$ cat src/cda_pkg.sv
package cda_pkg;

  // Datapath sizing
  localparam int YEAR_WIDTH = 16;
  localparam int ADD_WIDTH  = 16;

  // Leap-year cycle and its century marks
  localparam int LEAP_CYCLE = 400;
  localparam int CENTURY    = 100;
  localparam int REM_W      = 9;

  // Remainder unit: year mod 400 = ((year >> 4) mod 25) * 16 + year[3:0]
  localparam int LOW_W    = 4;
  localparam int MOD_BASE = LEAP_CYCLE >> LOW_W;
  localparam int MOD_W    = REM_W - LOW_W;
  localparam int HI_W     = YEAR_WIDTH - LOW_W;
  localparam int PROD_W   = 2 * HI_W;
  localparam int Q_W      = YEAR_WIDTH - 8;
  localparam int QX_W     = Q_W + MOD_W;
  // 2^YEAR_WIDTH / 25 rounded up; quotient is exact for every HI_W-bit value
  localparam longint unsigned RCP_FULL =
    ((64'd1 << YEAR_WIDTH) + 64'(MOD_BASE - 1)) / 64'(MOD_BASE);
  localparam logic [HI_W-1:0] RCP_25 = HI_W'(RCP_FULL);

  // Calendar codes
  localparam logic [3:0] MONTH_JAN = 4'd1;
  localparam logic [3:0] MONTH_FEB = 4'd2;
  localparam logic [3:0] MONTH_DEC = 4'd12;
  localparam logic [4:0] DAY_FIRST = 5'd1;

  typedef struct packed {
    logic [15:0] in_year;
    logic [3:0]  in_month;
    logic [4:0]  in_day;
    logic [15:0] days_to_add;
  } in_req_t;

  typedef struct packed {
    logic [15:0] out_year;
    logic [3:0]  out_month;
    logic [4:0]  out_day;
    logic        bad_date;
    logic        year_wrapped;
  } out_rsp_t;

  // Working date; r400 tracks year mod 400
  typedef struct packed {
    logic [YEAR_WIDTH-1:0] year;
    logic [3:0]            month;
    logic [4:0]            day;
    logic [REM_W-1:0]      r400;
  } date_t;

  // Leap test from year mod 400 (year mod 4 is its low two bits)
  function automatic logic is_leap(input logic [REM_W-1:0] r400);
    logic by_cent;
    by_cent = (r400 == REM_W'(CENTURY)) || (r400 == REM_W'(2 * CENTURY)) ||
              (r400 == REM_W'(3 * CENTURY));
    return (r400 == '0) || ((r400[1:0] == 2'b00) && !by_cent);
  endfunction

  // Month length; zero for a month code outside January..December
  function automatic logic [4:0] month_len(input logic [3:0] m, input logic leap);
    logic [4:0] len;
    case (m)
      4'd1, 4'd3, 4'd5, 4'd7, 4'd8, 4'd10, 4'd12: len = 5'd31;
      4'd4, 4'd6, 4'd9, 4'd11:                    len = 5'd30;
      MONTH_FEB:                                  len = leap ? 5'd29 : 5'd28;
      default:                                    len = 5'd0;
    endcase
    return len;
  endfunction

endpackage

$ cat src/cda_rem400.sv
module cda_rem400 (
  input  logic                          clk,
  input  logic                          rst_n,
  input  logic                          start,
  input  logic [cda_pkg::YEAR_WIDTH-1:0] year,
  output logic                          done,
  output logic [cda_pkg::REM_W-1:0]     rem
);
  import cda_pkg::*;

  logic                  mul_r;
  logic                  sub_r;
  logic                  done_r;
  logic [YEAR_WIDTH-1:0] year_r;
  logic [Q_W-1:0]        quo_r;
  logic [REM_W-1:0]      rem_r;
  logic [PROD_W-1:0]     prod;
  logic [QX_W-1:0]       quo_x25;
  logic [QX_W-1:0]       diff;

  // Upper bits divided by 25 through the reciprocal, then remainder by subtract
  always_comb begin
    prod    = PROD_W'(year_r[YEAR_WIDTH-1:LOW_W]) * PROD_W'(RCP_25);
    quo_x25 = QX_W'(quo_r) * QX_W'(MOD_BASE);
    diff    = QX_W'(year_r[YEAR_WIDTH-1:LOW_W]) - quo_x25;
  end

  // Three-step sequence: load, multiply, subtract
  always_ff @(posedge clk) begin
    if (!rst_n) begin
      mul_r  <= 1'b0;
      sub_r  <= 1'b0;
      done_r <= 1'b0;
    end else begin
      mul_r  <= start;
      sub_r  <= mul_r;
      done_r <= sub_r;
    end
  end

  // Payload
  always_ff @(posedge clk) begin
    if (start) begin
      year_r <= year;
    end
    if (mul_r) begin
      quo_r <= prod[PROD_W-1:YEAR_WIDTH];
    end
    if (sub_r) begin
      rem_r <= {diff[MOD_W-1:0], year_r[LOW_W-1:0]};
    end
  end

  assign done = done_r;
  assign rem  = rem_r;

endmodule

$ cat src/cda_day_step.sv
module cda_day_step (
  input  cda_pkg::date_t cur,
  output cda_pkg::date_t nxt,
  output logic           wrap
);
  import cda_pkg::*;

  logic [4:0] len;
  logic       last_day;
  logic       last_month;
  logic       last_year;

  // Advance the date by one day
  always_comb begin
    len        = month_len(cur.month, is_leap(cur.r400));
    last_day   = (cur.day == len);
    last_month = (cur.month == MONTH_DEC);
    last_year  = &cur.year;
    nxt        = cur;
    wrap       = 1'b0;
    if (!last_day) begin
      nxt.day = cur.day + 5'd1;
    end else begin
      nxt.day = DAY_FIRST;
      if (!last_month) begin
        nxt.month = cur.month + 4'd1;
      end else begin
        nxt.month = MONTH_JAN;
        if (last_year) begin
          nxt.year = '0;
          nxt.r400 = '0;
          wrap     = 1'b1;
        end else begin
          nxt.year = cur.year + YEAR_WIDTH'(1);
          nxt.r400 = (cur.r400 == REM_W'(LEAP_CYCLE - 1)) ? '0 : cur.r400 + REM_W'(1);
        end
      end
    end
  end

endmodule

$ cat src/calendar_date_add_days.sv
// Channel  Direction  Handshake          Payload
// in_      input      in_valid/in_stall   in_data   (start date, day count)
// out_     output     out_valid/out_stall out_data  (result date, flags)
//
// One request at a time. After acceptance, year mod 400 is formed by a
// reciprocal multiply and subtract, then the date moves one day per cycle
// for days_to_add days. A bad date skips the day loop.
// Reset (rst_n, synchronous) empties the output register and returns to idle.
// in_stall is high from acceptance until the result is loaded into the output
// register; a stalled result waits there.
module calendar_date_add_days (
  input  logic              clk,
  input  logic              rst_n,
  input  logic              in_valid,
  output logic              in_stall,
  input  cda_pkg::in_req_t  in_data,
  output logic              out_valid,
  input  logic              out_stall,
  output cda_pkg::out_rsp_t out_data
);
  import cda_pkg::*;

  typedef enum logic [1:0] {
    S_IDLE,
    S_REM,
    S_RUN,
    S_DONE
  } state_t;

  state_t                state_r;
  date_t                 date_r;
  logic [ADD_WIDTH-1:0]  cnt_r;
  logic                  wrap_r;
  logic                  bad_r;
  logic                  out_valid_r;
  out_rsp_t              out_data_r;

  logic                  accept;
  logic                  out_free;
  logic                  rem_done;
  logic [REM_W-1:0]      rem;
  logic [4:0]            chk_len;
  logic                  chk_bad;
  date_t                 step_date;
  logic                  step_wrap;

  assign accept   = in_valid && !in_stall;
  assign in_stall = (state_r != S_IDLE);
  assign out_free = !out_valid_r || !out_stall;

  // Year mod 400 for the leap rule
  cda_rem400 u_rem (
    .clk   (clk),
    .rst_n (rst_n),
    .start (accept),
    .year  (YEAR_WIDTH'(in_data.in_year)),
    .done  (rem_done),
    .rem   (rem)
  );

  // Next-day unit, used once per cycle in the day loop
  cda_day_step u_step (
    .cur  (date_r),
    .nxt  (step_date),
    .wrap (step_wrap)
  );

  // Start-date check
  always_comb begin
    chk_len = month_len(date_r.month, is_leap(rem));
    chk_bad = (chk_len == 5'd0) || (date_r.day == 5'd0) || (date_r.day > chk_len);
  end

  // Sequencer
  always_ff @(posedge clk) begin
    if (!rst_n) begin
      state_r     <= S_IDLE;
      out_valid_r <= 1'b0;
    end else begin
      if (out_valid_r && !out_stall && (state_r != S_DONE)) begin
        out_valid_r <= 1'b0;
      end
      case (state_r)
        S_IDLE: begin
          if (accept) begin
            date_r.year  <= YEAR_WIDTH'(in_data.in_year);
            date_r.month <= in_data.in_month;
            date_r.day   <= in_data.in_day;
            cnt_r        <= ADD_WIDTH'(in_data.days_to_add);
            wrap_r       <= 1'b0;
            state_r      <= S_REM;
          end
        end
        S_REM: begin
          if (rem_done) begin
            date_r.r400 <= rem;
            bad_r       <= chk_bad;
            state_r     <= chk_bad ? S_DONE : S_RUN;
          end
        end
        S_RUN: begin
          if (cnt_r == '0) begin
            state_r <= S_DONE;
          end else begin
            date_r <= step_date;
            wrap_r <= wrap_r | step_wrap;
            cnt_r  <= cnt_r - ADD_WIDTH'(1);
          end
        end
        S_DONE: begin
          if (out_free) begin
            out_data_r.out_year     <= 16'(date_r.year);
            out_data_r.out_month    <= date_r.month;
            out_data_r.out_day      <= date_r.day;
            out_data_r.bad_date     <= bad_r;
            out_data_r.year_wrapped <= wrap_r;
            out_valid_r             <= 1'b1;
            state_r                 <= S_IDLE;
          end
        end
        default: begin
          state_r <= S_IDLE;
        end
      endcase
    end
  end

  assign out_valid = out_valid_r;
  assign out_data  = out_data_r;

  // Checks
  a_run_date_ok: assert property (@(posedge clk) disable iff (!rst_n)
    state_r == S_RUN |-> date_r.day != 5'd0 &&
      date_r.day <= month_len(date_r.month, is_leap(date_r.r400)))
    else $error("day loop holds an invalid date");

  a_run_r400_ok: assert property (@(posedge clk) disable iff (!rst_n)
    state_r == S_RUN |-> date_r.r400 < REM_W'(LEAP_CYCLE) &&
      date_r.r400[1:0] == date_r.year[1:0])
    else $error("year mod 400 out of step with year");

  a_bad_no_wrap: assert property (@(posedge clk) disable iff (!rst_n)
    out_valid && out_data.bad_date |-> !out_data.year_wrapped)
    else $error("bad date reported with year wrap");

  a_accept_starts: assert property (@(posedge clk) disable iff (!rst_n)
    in_valid && !in_stall |=> state_r == S_REM)
    else $error("accepted request did not start remainder step");

endmodule

$ cat config.mk
export PLATFORM = sky130hd
export DESIGN_NAME = calendar_date_add_days
export DESIGN_NICKNAME = d
export VERILOG_FILES = /design/src/cda_pkg.sv /design/src/cda_rem400.sv /design/src/cda_day_step.sv /design/src/calendar_date_add_days.sv
export SDC_FILE = /design/constraint.sdc
export NUM_CORES = 1
export LEC_CHECK = 0
export BUFFER_PORTS_ARGS = -buffer_cell sky130_fd_sc_hd__clkbuf_2
export CORE_ASPECT_RATIO = 1.2
export CORE_UTILIZATION = 55
export DETAILED_ROUTE_END_ITERATION = 12
export GPL_TIMING_DRIVEN = 0
export PLACE_DENSITY = 0.8
export SKIP_LAST_GASP = 1
export SYNTH_ARGS = -nofsm -noshare
export SYNTH_HDL_FRONTEND = slang
export SYNTH_SLANG_ARGS = --single-unit
export TNS_END_PERCENT = 1
$ cat constraint.sdc
create_clock -name clk -period 7.9 [get_ports clk]
set_input_delay 0.395 -clock clk [delete_from_list [all_inputs] [get_ports clk]]
set_output_delay 0.395 -clock clk [all_outputs]
set_load 0.005 [all_outputs]
* Word level (Yosys, flattened, before mapping)
Cells that the tools add are included.
** Operators by class
- Add/subtract/negate cells :: 6
- Multipliers :: 2
- Divide/modulo/power cells :: 0
- Magnitude comparators :: 1
- Eq/ne operators :: 31
- Shift-type cells :: 0
- Multiplexer cells :: 36
- Bitwise logic cells :: 1
- Reductions and logical operators :: 40
** Operator list (count)
- $mux W16 :: 4
- $pmux W25 S2 :: 1
- $mux W9 :: 5
- $mux W34 :: 1
- $pmux W16 S2 :: 1
- $pmux W5 S3 :: 2
- $eq A9 B9 Y1 const B :: 3
- $mux W25 :: 1
- $mul A12 B11 Y23 const B :: 1
- $eq A4 B4 Y1 const B :: 5
- $mux W20 :: 1
- $eq A9 B7 Y1 const B :: 2
- $eq A9 B8 Y1 const B :: 2
- $logic_not A9 Y1 :: 2
- $pmux W9 S2 :: 1
- $add A16 B1 Y16 const B :: 1
- $eq A4 B3 Y1 const B :: 4
- $logic_not A16 Y1 :: 1
- $reduce_and A16 Y1 :: 1
- $sub A16 B1 Y16 const B :: 1
- $reduce_and A6 Y1 :: 2
- $mux W1 :: 11
- $logic_not A5 Y1 :: 2
- $add A9 B1 Y9 const B :: 1
- 28 further kinds :: 61
** Storage, ports and cells
- Register bits :: 118
- Latch bits :: 0
- RAM bits :: 0
- Memory bits (read-only) :: 0
- Output and inout bits :: 29
- Word-level logic and storage cells :: 137
- Memories kept :: 0

* Longest topological paths before layout
Gate-level depths: netlist of run 1.
- Depth after elaboration :: 14
- Gate-level depth with buffers :: 18
- Mapped depth without buffers :: 18

* Cells and area by module
A second synthesis of run 1 with hierarchy kept.
** Unflattened totals
- Cell total of the unflattened synthesis :: 760
- Area total of the unflattened synthesis :: 8469.4 um2
** Modules (own cells, without submodules)
- calendar_date_add_days :: times used 1, cells an instance 267, area each 3728.6 um2, sequential area each 2432.3 um2
- cda_rem400 :: times used 1, cells an instance 311, area each 3587.2 um2, sequential area each 960.9 um2
- cda_day_step :: times used 1, cells an instance 182, area each 1153.6 um2, sequential area each 0.0 um2

* Least setup slack after synthesis of run 1
No wires, ideal clock.
- Kind :: register to register
- From :: register u_rem.year_r[13]
- To :: register u_rem.quo_r[4], data pin
- Setup time :: 261 ps
- Data arrival time :: 4159 ps
- Data required time :: 7639 ps
- Slack :: 3480 ps
- Stages on the path, launching flop included :: 17
- Cells stage by stage :: edfxtp_1 > fa_1 > ha_1 > inv_1 > fa_1 > inv_1 > fa_1 > inv_1 > fa_1 > inv_1 > ha_1 > a21oi_1 > nor2b_1 > o211ai_1 > a31oi_1 > o21ai_0 > xnor2_1
** Between the ends
- Cells in the longest elaborated chain, start to end :: 1
** Ends and longest elaborated chain
- start: declaration :: RTL line cda_rem400.sv:14 : logic [YEAR_WIDTH-1:0] year_r;
- start signal: assignment :: RTL line cda_rem400.sv:44 : year_r <= year;
- $mul A12 B11 Y23 :: RTL line cda_rem400.sv:23 : prod = PROD_W'(year_r[YEAR_WIDTH-1:LOW_W]) * PROD_W'(RCP_25);
- named net u_rem.prod[20] :: RTL line cda_rem400.sv:17 : logic [PROD_W-1:0] prod;
- end signal: assignment :: RTL line cda_rem400.sv:47 : quo_r <= prod[PROD_W-1:YEAR_WIDTH];
- end: declaration :: RTL line cda_rem400.sv:15 : logic [Q_W-1:0] quo_r;
The timed path passes the listed nets, and every way through them passes these cells.
A chain may end at the register's enable or synchronous reset.

* Worst setup path after layout of run 1
- From :: register u_rem.year_r[12]
- To :: register u_rem.quo_r[4], data pin
Same word-level chain as after synthesis.

==> impl_metrics.py, run 1 <==
metrics = {
    "outcome": {
        "status": "finished, final reports clean",
    },
    "layout": {
        "areaGrowthSynthToFinish_pct": 14.53,
        "n_antenna_cell": 0,
        "final_common_cell": "inv_1",
        "fin_nets": 1027,
        "nFillCells": 1120,
        "mostFrequentLayoutCells": "144 x inv_1, 109 x edfxtp_1, 100 x ha_1",
        "drive_gt1_frac": 0.1373,
    },
    "synthesis": {
        "synth-edff-count": 109,
        "yosys-top-cells-area": "edfxtp_1 40%, ha_1 15%, fa_1 10%",
        "syn_inst": 747,
        "netlist_area_mm2": 0.008122,
        "synth.largest_area_cell": "edfxtp_1",
        "yosysWarnings": 0,
        "synthArstFlopShare": 0,
        "ys_seq_elements": 115,
        "yosysSeqAreaShare": 0.4178,
        "ys_types": 47,
        "syn_avg_cell_area_um2": 10.87,
        "synth_ff_type": "edfxtp_1",
        "synthesis.nets": 934,
        "synth_top_cell_area_share": 0.4030,
    },
    "cts": {
        "cts_tree": "done",
        "cts_hold_buf": 0,
        "cts_made_buffers": 17,
        "path_clk_slew_ps": 50,
        "clk_latency_ps": 420,
        "postCtsSetupBuffers": 0,
        "numClockSinks": 115,
        "clock-root-buffer": "clkbuf_16",
        "clockBufferDepth": 2,
        "htree_levels": 4,
        "ctsResizeCount": 0,
    },
    "critical_path": {
        "cp_top_family": "adder cells",
        "critical_path_class": "reg2reg",
        "cpPeakStageDelay_ps": 550,
        "end_kind": "flip-flop",
        "crit_cells": 16,
        "reg2reg_depth": 16,
        "path_max_fanout": 6,
        "rrSetupSlack_ps": 3000,
        "r2r_start": "u_rem.year_r[12]$_DFFE_PP_",
        "reg2reg_to": "u_rem.quo_r[4]$_DFFE_PP_",
        "crit_path_top_delay_cell": "fa_1",
        "critical_path_buf_inv_count": 4,
        "required_ps": 8050,
        "crit_chain": "fa_1, ha_1, inv_1, fa_1, inv_1, fa_1, inv_1, fa_1, inv_1, ha_1, a21oi_1, nor2b_1, o211ai_1, a31oi_1, o21ai_0, xnor2_1",
        "crit_arrival_ps": 5060,
        "crit_end": "u_rem.quo_r[4]$_DFFE_PP_",
        "cp-start-kind": "flip-flop",
        "crit_start": "u_rem.year_r[12]$_DFFE_PP_",
    },
    "drt": {
        "dr.first_iter.drc_count": 344,
        "routed_wl_mm": 17.15,
        "postRouteAntennaNets": 0,
        "routedWlPerCell_um": 16.70,
        "via_count": 5671,
        "dr.pass1.iters": 5,
        "viasPerCell": 5.522,
        "drc": 0,
    },
    "sta": {
        "setup_viol": 0,
        "rsz0062_at_grt": "no",
        "worstMarginPinSlew_ps": 1206,
        "tns_ps": 0,
        "clock.fmax_mhz": 204.0,
        "min_period_ps": 4903,
        "clock_skew_ps": 12.56,
        "hold_viol": 0,
        "slew_viol_final": 0,
        "slew_headroom": 0.1889,
        "fin_crit_sh": 0.6206,
    },
    "grt": {
        "antenna_found_initial": 0,
        "grt_overflow": 0,
        "grt_pass1_vias": 5855,
        "grt_pass1_wl_mm": 28.35,
        "grtUsageTotal": 0.2465,
        "grt_max_degree": 28,
    },
    "floorplanning": {
        "die_y_um": 135.1,
        "initial_utilization": 0.5635,
        "row_count": 48,
        "die_x_um": 112.9,
        "num_io_pins": 74,
        "dieArea_mm2": 0.01526,
        "core-area_mm2": 0.01441,
    },
    "place": {
        "place_congestion": 0.8740,
        "port_buffers": 73,
        "dp_hpwl_mm": 13.24,
    },
    "min_path": {
        "hold_class": "in2reg",
    },
    "flow_run": {
        "maxCapViolCount": 0,
    },
}
[kinds of logic after synthesis]
logic type               synth area share
AND/OR/NAND/NOR                   0.09952
buffers and inverters             0.07272
adder cells (fa/ha/maj)            0.2576
flip-flops                         0.4178
AO/OA/AOI/OAI                     0.08134
XOR/XNOR                          0.06039
multiplexers                      0.01063
[cells in the mapped netlist (all sizes together) (4+ instances only)]
library cell and n:
nand2 24, nor2 54, o211ai 4, nand3 21
edfxtp 109, and3 8, ha 100, inv 144
or4 4, o21a 5, o21ai 19, dfxtp 6
nor3 6, clkbuf 8, nor4 5, nand4 4
and2 5, nand2b 6, xor2 16, a21oi 39
o22ai 20, xnor2 40, nor2b 6, a31oi 8
mux2 5, buf 5, fa 42, or3 6
[per-stage QoR]
step | instance area (um2) | hold slack, ps | instances | worst slack (ps) | utilization
floorplan | 8122 | 400.3 | 747 | 3480 | -
global placement | 8706 | 400.8 | 995 | 3174 | 0.6040
detailed placement | 8732 | 405.2 | 996 | 3080 | 0.6058
CTS | 9299 | 168.6 | 1027 | 3036 | 0.6451
global route | 9301 | 173.2 | 1027 | 2755 | 0.6453
finish | 9301 | 176.5 | 1027 | 2997 | 0.6453
[cell type report]
| type | instances | area [um2] | area share |
|---|---|---|---|
| Buffer | 13 | 50.05 | 0.005381 |
| Tap cell | 175 | 219.0 | 0.02354 |
| Clock buffer | 18 | 429.2 | 0.04614 |
| Inverter | 144 | 540.5 | 0.05811 |
| Timing Repair Buffer | 74 | 380.4 | 0.04089 |
| Multi-Input combinational cell | 475 | 4151 | 0.4463 |
| Sequential cell | 115 | 3393 | 0.3648 |
| Clock inverter | 13 | 137.6 | 0.01480 |
[per-layer routing]
layer  track usage  part of all wire
met1        0.2920              0.41
met4       0.08480             0.022
met3       0.05117             0.054
met5             0                 0
met2        0.4448              0.52
[how the worst min path moves through the flow]
stage,cells past startpoint,from,endpoint,slack (ps)
global placement,0,u_rem.year_r[1]$_DFFE_PP_,u_rem.rem[1]$_DFFE_PP_,400
floorplan,0,bad_r$_DFFE_PP_,out_data[1]$_DFFE_PP_,400
detailed placement,0,u_rem.year_r[0]$_DFFE_PP_,u_rem.rem[0]$_DFFE_PP_,410
global route,1,in_data[40],u_rem.year_r[15]$_DFFE_PP_,170
finish,1,in_data[38],u_rem.year_r[13]$_DFFE_PP_,180
CTS,1,in_data[38],u_rem.year_r[13]$_DFFE_PP_,170
[state kept, by name (all words and copies together) (netlist names)]
register and flops:
state_r 2, cnt_r 16, bad_r 1, wrap_r 1
u_rem.year_r 16, u_rem.quo_r 5, u_rem.done 1, date_r 34
out_data 27, u_rem.rem 9, out_valid 1, u_rem.sub_r 1
u_rem.mul_r 1
[worst register-to-register path: stages, from the launching register on]
cell	delay [ps]
edfxtp_1	530
fa_1	540
ha_1	300
inv_1	50
fa_1	480
inv_1	60
fa_1	530
inv_1	60
fa_1	550
inv_1	50
ha_1	320
a21oi_1	220
nor2b_1	290
o211ai_1	190
a31oi_1	200
o21ai_0	140
xnor2_1	140
Power of run 1 is not shown: default switching activity piles up to over one toggle a cycle in this logic, so the estimate is an artifact.
==> run 2: changes to the inputs <==
- clock period: 7.9 -> 5.05 ns (I/O delays scaled with it)
==> run 2 against run 1 <==
  * First-iteration DRC count fell by 7.0%
  * Core utilization up 0.28 points
  * Clock skew fell by 2.3 ps
  * Worst hold slack got worse by 140 ps
  * Global-route usage did not move
  * Setup slack got worse by 2700 ps
  * Count of clock-buffer cells in the layout unchanged
  * Flip-flop and latch count unchanged
  * Die area unchanged
  * Fmax rose by 3.0%
  * Highest routed layer unchanged
==> impl_metrics.py, run 2 (synthesis gave the netlist of run 1 again) <==
metrics = {
    "flow_run": {
        "maxCapViolCount": 0,
    },
    "sta": {
        "clock.fmax_mhz": 210.0,
        "setup_viol": 0,
        "worstMarginPinSlew_ps": 1197,
        "fin_crit_sh": 0.9429,
        "slew_headroom": 0.1951,
        "hold_viol": 0,
        "clock_skew_ps": 10.26,
        "min_period_ps": 4762,
        "slew_viol_final": 0,
        "rsz0062_at_grt": "no",
        "tns_ps": 0,
    },
    "drt": {
        "drc": 0,
        "routedWlPerCell_um": 16.64,
        "dr.pass1.iters": 5,
        "postRouteAntennaNets": 0,
        "dr.first_iter.drc_count": 320,
        "via_count": 5684,
        "viasPerCell": 5.508,
        "routed_wl_mm": 17.18,
    },
    "critical_path": {
        "critical_path_class": "reg2reg",
        "cp-start-kind": "flip-flop",
        "cpPeakStageDelay_ps": 550,
        "crit_path_top_delay_cell": "fa_1",
        "path_max_fanout": 5,
        "required_ps": 5200,
        "end_kind": "flip-flop",
        "crit_arrival_ps": 4910,
        "crit_chain": "fa_1, ha_1, inv_1, fa_1, inv_1, fa_1, inv_1, fa_1, inv_1, ha_1, a21oi_1, nor2b_2, o211ai_1, a31oi_1, o21ai_0, xnor2_1",
    },
    "grt": {
        "antenna_found_initial": 0,
        "gr-usage-met1": 0.2920,
        "grt_max_degree": 28,
        "grt.busiest_layer": "met2",
        "grt_pass1_wl_mm": 28.35,
        "grtUsageMet2": 0.4448,
        "use_met3": 0.05117,
        "grtUsageTotal": 0.2465,
        "grt_overflow": 0,
        "grt_pass1_vias": 5855,
    },
    "layout": {
        "n_antenna_cell": 0,
        "mostFrequentLayoutCells": "143 x inv_1, 109 x edfxtp_1, 100 x ha_1",
        "areaGrowthSynthToFinish_pct": 15.02,
        "drive_gt1_frac": 0.1447,
        "fin_nets": 1032,
        "top_register": "date_r",
        "largest_reg_flops": 34,
        "final_common_cell": "inv_1",
        "final_core_util": 0.6481,
        "final_cells": 1032,
    },
    "place": {
        "port_buffers": 73,
        "dp_hpwl_mm": 13.24,
        "place_congestion": 0.8740,
        "numPlacedInstances": 996,
    },
    "cts": {
        "clockBufferDepth": 2,
        "htree_levels": 4,
        "cts_tree": "done",
        "path_clk_slew_ps": 50,
        "cts_hold_buf": 0,
        "clock-root-buffer": "clkbuf_16",
        "numClockSinks": 115,
        "cts_made_buffers": 17,
        "clk_latency_ps": 410,
    },
    "floorplanning": {
        "die_y_um": 135.1,
        "initial_utilization": 0.5635,
        "num_io_pins": 74,
        "core-area_mm2": 0.01441,
        "die_x_um": 112.9,
        "row_count": 48,
        "dieArea_mm2": 0.01526,
    },
    "min_path": {
        "hold_class": "in2reg",
    },
    "outcome": {
        "status": "finished, final reports clean",
    },
}
run 2: path summary, 6_finish.rpt:
| check | start | end | slack [ps] | cells past startpoint |
|---|---|---|---|---|
| worst max register to register | u_rem.year_r[12]$_DFFE_PP_ | u_rem.quo_r[4]$_DFFE_PP_ | 290 | 16 |
| worst min-delay path | in_data[38] | u_rem.year_r[13]$_DFFE_PP_ | 30 | 1 |
| worst max-delay path | u_rem.year_r[12]$_DFFE_PP_ | u_rem.quo_r[4]$_DFFE_PP_ | 290 | 16 |
| worst min register to register | u_rem.year_r[0]$_DFFE_PP_ | u_rem.rem[0]$_DFFE_PP_ | 410 | 0 |
run 2: per-layer routing:
| layer | share of wire | up-vias |
|---|---|---|
| met5 | 0 | - |
| met4 | 0.023 | 0 |
| met3 | 0.056 | 32 |
| li1 | - | 2753 |
| met2 | 0.52 | 173 |
| met1 | 0.40 | 2726 |
run 2: area by class of cell:
type | count | area, um2
buffer | 13 | 50.05
clock buffer | 18 | 429.2
clock inverter | 13 | 137.6
fill | 1109 | 5072
inverter | 144 | 540.5
multi-input combinational | 475 | 4154
sequential | 115 | 3393
tap | 175 | 219.0
timing repair buffer | 79 | 417.9
run 2: stage by stage:
step | setup WS (ps) | cell area, um2 | hold WS (ps)
CTS | 186.2 | 9299 | 26.06
detailed placement | 229.9 | 8732 | 405.2
global placement | 323.7 | 8706 | 400.8
finish | 288.3 | 9341 | 34.53
global route | 42.69 | 9341 | 30.66
floorplan | 629.8 | 8122 | 351.4
run 2: worst max-delay path: cells and delay by family, from the launching register on:
family	cells	cell delay, ps
AOI/OAI and AO/OA	4	700
xor gates and xnor gates	1	140
adders and majority gates	6	2720
buffers and inverters	4	220
DFF	1	500
and+or+nand+nor	1	240
run 2: timing repair:
item                       in CTS  in global routing
resized for setup               0                  2
setup endpoints to repair       0                  1
buffers inserted                0                  5
Power of run 2 is left out for the same reason.
